File: config.mk
export PLATFORM = sky130hd
export DESIGN_NAME = ellf_queue
export DESIGN_NICKNAME = d
export VERILOG_FILES = /design/src/expiring_loglog_three_stage_filter_unit_assert.svh /design/src/ellf_queue.sv
export SDC_FILE = /design/constraint.sdc
export NUM_CORES = 1
export LEC_CHECK = 0
export ABC_AREA = 0
export BUFFER_PORTS_ARGS = -buffer_cell sky130_fd_sc_hd__buf_2
export CORE_MARGIN = 2
export CORE_UTILIZATION = 35
export CTS_CLUSTER_DIAMETER = 120
export DETAILED_ROUTE_END_ITERATION = 7
export PLACE_DENSITY = 0.58
export SLEW_MARGIN = 20
export SYNTH_ARGS = -nofsm -noshare
export SYNTH_HDL_FRONTEND = slang
export SYNTH_SLANG_ARGS = --single-unit
File: constraint.sdc
create_clock -name clk -period 1.9 [get_ports clk]
set_clock_uncertainty 0.05 [all_clocks]
set_input_delay 0.38 -clock clk [delete_from_list [all_inputs] [get_ports clk]]
set_output_delay 0.38 -clock clk [all_outputs]
set_load 0.005 [all_outputs]
File: src/expiring_loglog_three_stage_filter_unit_assert.svh
// Assertion macros used by the filter RTL.
// Depends on signals named clk and arst_n in the including module.
`ifndef EXPIRING_LOGLOG_THREE_STAGE_FILTER_UNIT_ASSERT_SVH
`define EXPIRING_LOGLOG_THREE_STAGE_FILTER_UNIT_ASSERT_SVH

// same-cycle implication
`define ELLF_ASSERT_NOW(lbl, ante, cons, msg) \
	lbl: assert property (@(posedge clk) disable iff (!arst_n) (ante) |-> (cons)) else $error(msg);

// next-cycle implication
`define ELLF_ASSERT_NEXT(lbl, ante, cons, msg) \
	lbl: assert property (@(posedge clk) disable iff (!arst_n) (ante) |=> (cons)) else $error(msg);

`endif

File: src/ellf_queue.sv
// Two-entry queue between the front and back parts.
// No dependencies.
`default_nettype none
module ellf_queue #(
	parameter int W = 8
) (
	input  wire logic         clk,
	input  wire logic         arst_n,
	input  wire logic         push_valid,
	output logic              push_ready,
	input  wire logic [W-1:0] push_data,
	output logic              pop_valid,
	input  wire logic         pop_ready,
	output logic [W-1:0]      pop_data
);
	logic [W-1:0] slot_q [2];
	logic         wr_q, rd_q;
	logic [1:0]   cnt_q;
	logic         do_push, do_pop;

	assign push_ready = (cnt_q != 2'd2);
	assign pop_valid  = (cnt_q != 2'd0);
	assign pop_data   = slot_q[rd_q];
	assign do_push    = push_valid && push_ready;
	assign do_pop     = pop_valid && pop_ready;

	always_ff @(posedge clk or negedge arst_n) begin
		if (!arst_n) begin
			wr_q  <= 1'b0;
			rd_q  <= 1'b0;
			cnt_q <= '0;
		end else begin
			if (do_push) wr_q <= ~wr_q;
			if (do_pop)  rd_q <= ~rd_q;
			cnt_q <= cnt_q + {1'b0, do_push} - {1'b0, do_pop};
		end
	end

	always_ff @(posedge clk) begin
		if (do_push) slot_q[wr_q] <= push_data;
	end
endmodule
`default_nettype wire

==> results by stage <==
Run status:
- The run finished with clean final reports.

Timing:
- The relative slew slack is 77.4%.
- The minimum clock period after layout is 1.73 ns.
- The fraction of the cycle the final worst path needs is around nine tenths.
- The final number of setup-violating endpoints is 0.
- The aggregate negative setup slack is 0 ns.
- The achievable clock frequency is a little under 0.6 GHz.
- The measured slew at the worst slew-check pin is about 0.34 ns.
- Setup repair after global routing left no endpoint under its margin.
- The final worst setup slack is 0.169 ns.
- The number of endpoints with negative hold slack in the final report is 0.
- The max-slew violation count is 0.

Clocking:
- After clock tree synthesis, the clock-pin slew on the worst setup and hold paths is ~0.1 ns.
- The number of buffers inserted by post-CTS setup repair is 0.
- The number of levels the H-tree was split into is 1.
- The cell sitting at the root of the clock tree is a sky130_fd_sc_hd__clkbuf_4.
- At the later pin of the worst-skew pair, clock insertion delay measures 0.29 ns.
- Counting the buffers created by CTS gives 3.
- No sink is reached through more buffers than the 2 on the longest clock path.
- The CTS tree is done.
- The clock net in this run drives a total of 20 sinks.

Die:
- For this configuration, the core starts out at a cell density of between 30% and 40%.
- Measured along the y axis, the die boundary spans 51.0 um.
- The number of rows created at floorplan is 17.
- The die covers ~0.0026 mm^2.
- The I/O pin count is 22.
- The core box area is 0.00215 mm^2.
- In this run the horizontal extent of the chip is 51.0 um.

Global route:
- Summed over all layers, the global routing overflow is 0.
- For this run, the total global-route usage over all layers was measured as between 9 and 10%.
- The global-route wire length before repair is approximately 1700 um.
- Entering global routing, the biggest net connects 12 pins.
- The via count of the first global-routing pass is around 400.
- The number of antenna violations at the first check in global routing was 0.

Critical path:
- STA classifies the critical path endpoint as a flip-flop.
- The minimum setup slack among reg-to-reg paths is about 0.17 ns.
- The type of the worst setup path is flip-flop to flip-flop.
- For the worst flop-to-flop path, the logic depth is 7.
- The worst register-to-register path begins at cnt_q[1]$_DFF_PN0_.
- The terminus of the critical flop-to-flop path is cnt_q[1]$_DFF_PN0_.
- The data required time at the worst endpoint is between 2 and 2.5 ns.
- The worst-path maximum fanout is 3.
- The launching element type of the critical path is a flip-flop.
- The signal arrival time at the worst endpoint is 1.90 ns.

Routing:
- Once detail routing completed, the nets flagged for antenna violations numbered 0.
- The detailed router placed around 420 vias in this run.
- The initial DRC count is 20.
- The via-per-instance ratio is around 4.4.
- The sum of routed wire length over all layers is between 1000 and 1500 um.
- In the final routed layout, each cell accounts on average for approximately 12 um.
- The number of detailed-routing iterations run before antenna repair is 4.
- The post-route DRC violation count is 0.

Synthesis:
- The number of distinct standard cells referenced by the synthesized netlist is 14.
- Of the synthesized area, sequential elements account for about three quarters.
- After technology mapping, the gate count stands at 42.
- Of the post-synthesis cell area, the dominant cell type holds between 60% and 70%.
- The Yosys step of the flow raised 0 warnings.
- The number of register bits inferred by synthesis is 20.
- In the post-synthesis netlist, the biggest area contributors are sky130_fd_sc_hd__edfxtp_1, sky130_fd_sc_hd__dfrtp_1, sky130_fd_sc_hd__mux2_1.
- The biggest area contributor in the post-synthesis netlist is sky130_fd_sc_hd__edfxtp_1.
- The average instance area after synthesis is 18.4 um^2.
- The post-synth net total is 56.
- The total standard cell area after synthesis is a little under 800 um^2.

Layout:
- Cells with a size suffix above 1 make up about two fifths of the layout.
- The fraction of the core area covered by cells at the end of the flow is 44.4%.
- The multi-input combinational cells in the finished layout cover a total of 185 um^2.
- For this run, the post-layout net count is 83.
- Compared with the post-synthesis result, the final layout area differs by 23.3%.
- The fill cell total of the finished layout is slightly below 200.
- With fillers left out, the area of the finished cells amounts to roughly 950 um^2.
- The combined flip-flop and latch cell area is roughly 580 um^2.
- The number of diodes added for antenna fixing is 0.

Hold path:
- The type of the worst min-delay path is input pin to flip-flop.
- The worst hold path begins at push_data[4].
- The number of stages on the worst hold path is 1.
- The worst min-delay path endpoint is slot_q[1][4]$_DFFE_PP_.

Pwr:
- The leakage power is 0.383 nW.
- The total power divided by cell area is between 1000 and 1500 mW/mm^2.
- The post-route total power is approximately 0.0013 W.
- The worst voltage drop across the vdd grid is between 600 and 700 uV.

Placement:
- The pre-CTS setup slack is 0.181 ns.
- The congestion estimate from routability-driven global placement came to 0.701.
- The count of input and output buffers is 21.
- Summing all placed instances gives a cell area of around 920 um^2.
- The sum of net half-perimeters after detailed placement is around 830 um.

Flow run:
- The tool flagged a number of max-cap violations equal to 0.
==> per-stage QoR <==
stage	hold slack, ns	std cells
5_1_grt	0.200	96
3_5_place_dp	0.142	91
4_1_cts	0.212	96
2_1_floorplan	0.0344	42
3_3_place_gp	0.141	91
6_report	0.220	96
==> routing by layer <==
| metal | track usage, % | share of wire (%) |
|---|---|---|
| met5 | 0 | 0 |
| met4 | 8.11 | 1.7 |
| met3 | 2.05 | 6.0 |
| met2 | 16.2 | 53 |
| met1 | 10.7 | 39 |
==> worst max-delay path by stage <==
stage | cells after the start | endpoint | slack [ns] | from
floorplan | 7 | cnt_q[1]$_DFF_PN0_ | 0.22 | cnt_q[1]$_DFF_PN0_
global placement | 7 | cnt_q[1]$_DFF_PN0_ | 0.22 | cnt_q[1]$_DFF_PN0_
detailed placement | 7 | cnt_q[1]$_DFF_PN0_ | 0.18 | cnt_q[1]$_DFF_PN0_
CTS | 2 | pop_data[2] | 0.05 | rd_q$_DFFE_PN0P_
global route | 7 | cnt_q[1]$_DFF_PN0_ | 0.03 | cnt_q[1]$_DFF_PN0_
finish | 7 | cnt_q[1]$_DFF_PN0_ | 0.17 | cnt_q[1]$_DFF_PN0_
==> cell usage in the layout, fill, tap and decap left out <==
cell type,Yosys,final
sky130_fd_sc_hd__buf_2,1,21
sky130_fd_sc_hd__edfxtp_1,16,16
sky130_fd_sc_hd__mux2_1,8,8
sky130_fd_sc_hd__xnor2_1,3,3
sky130_fd_sc_hd__clkbuf_4,0,3
sky130_fd_sc_hd__dfrtp_1,4,3
sky130_fd_sc_hd__ha_1,2,2
sky130_fd_sc_hd__or2_1,1,1
sky130_fd_sc_hd__and2_4,1,1
sky130_fd_sc_hd__inv_1,1,1
sky130_fd_sc_hd__nand2b_1,1,1
sky130_fd_sc_hd__nand2_1,1,1
sky130_fd_sc_hd__and3_1,1,1
sky130_fd_sc_hd__nor2_1,1,1
sky130_fd_sc_hd__xor2_1,1,1
sky130_fd_sc_hd__clkinv_1,0,1
sky130_fd_sc_hd__dlygate4sd3_1,0,1
sky130_fd_sc_hd__buf_4,0,1
sky130_fd_sc_hd__dfrtp_2,0,1
==> area by class of cell <==
class	instances	area share, %
clock buffers	3	2.36
inverters	1	0.393
clock inverters	1	0.393
multi-input cells	20	19.4
flip-flops and latches	20	60.9
well taps	28	3.67
repair buffers	23	12.8
==> repair_timing <==
item                                    in CTS  in global routing
endpoints found under the setup margin       0                  6
hold buffers                                 1                  0
endpoints found under the hold margin        4                  0
gates resized for setup                      0                  1
==> synth_stat cells <==
cell,number
sky130_fd_sc_hd__dfrtp_1,4
sky130_fd_sc_hd__buf_2,1
sky130_fd_sc_hd__or2_1,1
sky130_fd_sc_hd__and3_1,1
sky130_fd_sc_hd__nor2_1,1
sky130_fd_sc_hd__xor2_1,1
sky130_fd_sc_hd__edfxtp_1,16
sky130_fd_sc_hd__nand2_1,1
sky130_fd_sc_hd__xnor2_1,3
sky130_fd_sc_hd__ha_1,2
sky130_fd_sc_hd__and2_4,1
sky130_fd_sc_hd__inv_1,1
sky130_fd_sc_hd__nand2b_1,1
sky130_fd_sc_hd__mux2_1,8
==> worst max-delay path: stages, from the launching register on <==
cell	delay, ns
sky130_fd_sc_hd__dfrtp_1	0.41
sky130_fd_sc_hd__or2_1	0.25
sky130_fd_sc_hd__and2_4	0.17
sky130_fd_sc_hd__ha_1	0.26
sky130_fd_sc_hd__inv_1	0.04
sky130_fd_sc_hd__ha_1	0.18
sky130_fd_sc_hd__xnor2_1	0.17
sky130_fd_sc_hd__xnor2_1	0.13
==> sequential cells by signal (all words and copies together) (netlist names) <==
register  count
cnt_q         2
wr_q          1
slot_q       16
rd_q          1
==> power breakdown <==
| group | switching, W | total (W) | internal (W) |
|---|---|---|---|
| sequential | 0.0000808 | 0.000696 | 0.000615 |
| combinational | 0.000177 | 0.000403 | 0.000226 |
| clock | 0.000117 | 0.000194 | 0.0000764 |
| total | 0.000375 | 0.00129 | 0.000917 |
==> kinds of logic after synthesis <==
family                     share of synthesized area, %
buffers and inverters                              1.13
DFF                                                75.0
muxes                                              11.6
xor gates and xnor gates                           4.52
adders and majority gates                          3.23
and+or+nand+nor                                    4.52
No activity file was read; power rests on OpenSTA's default activity.
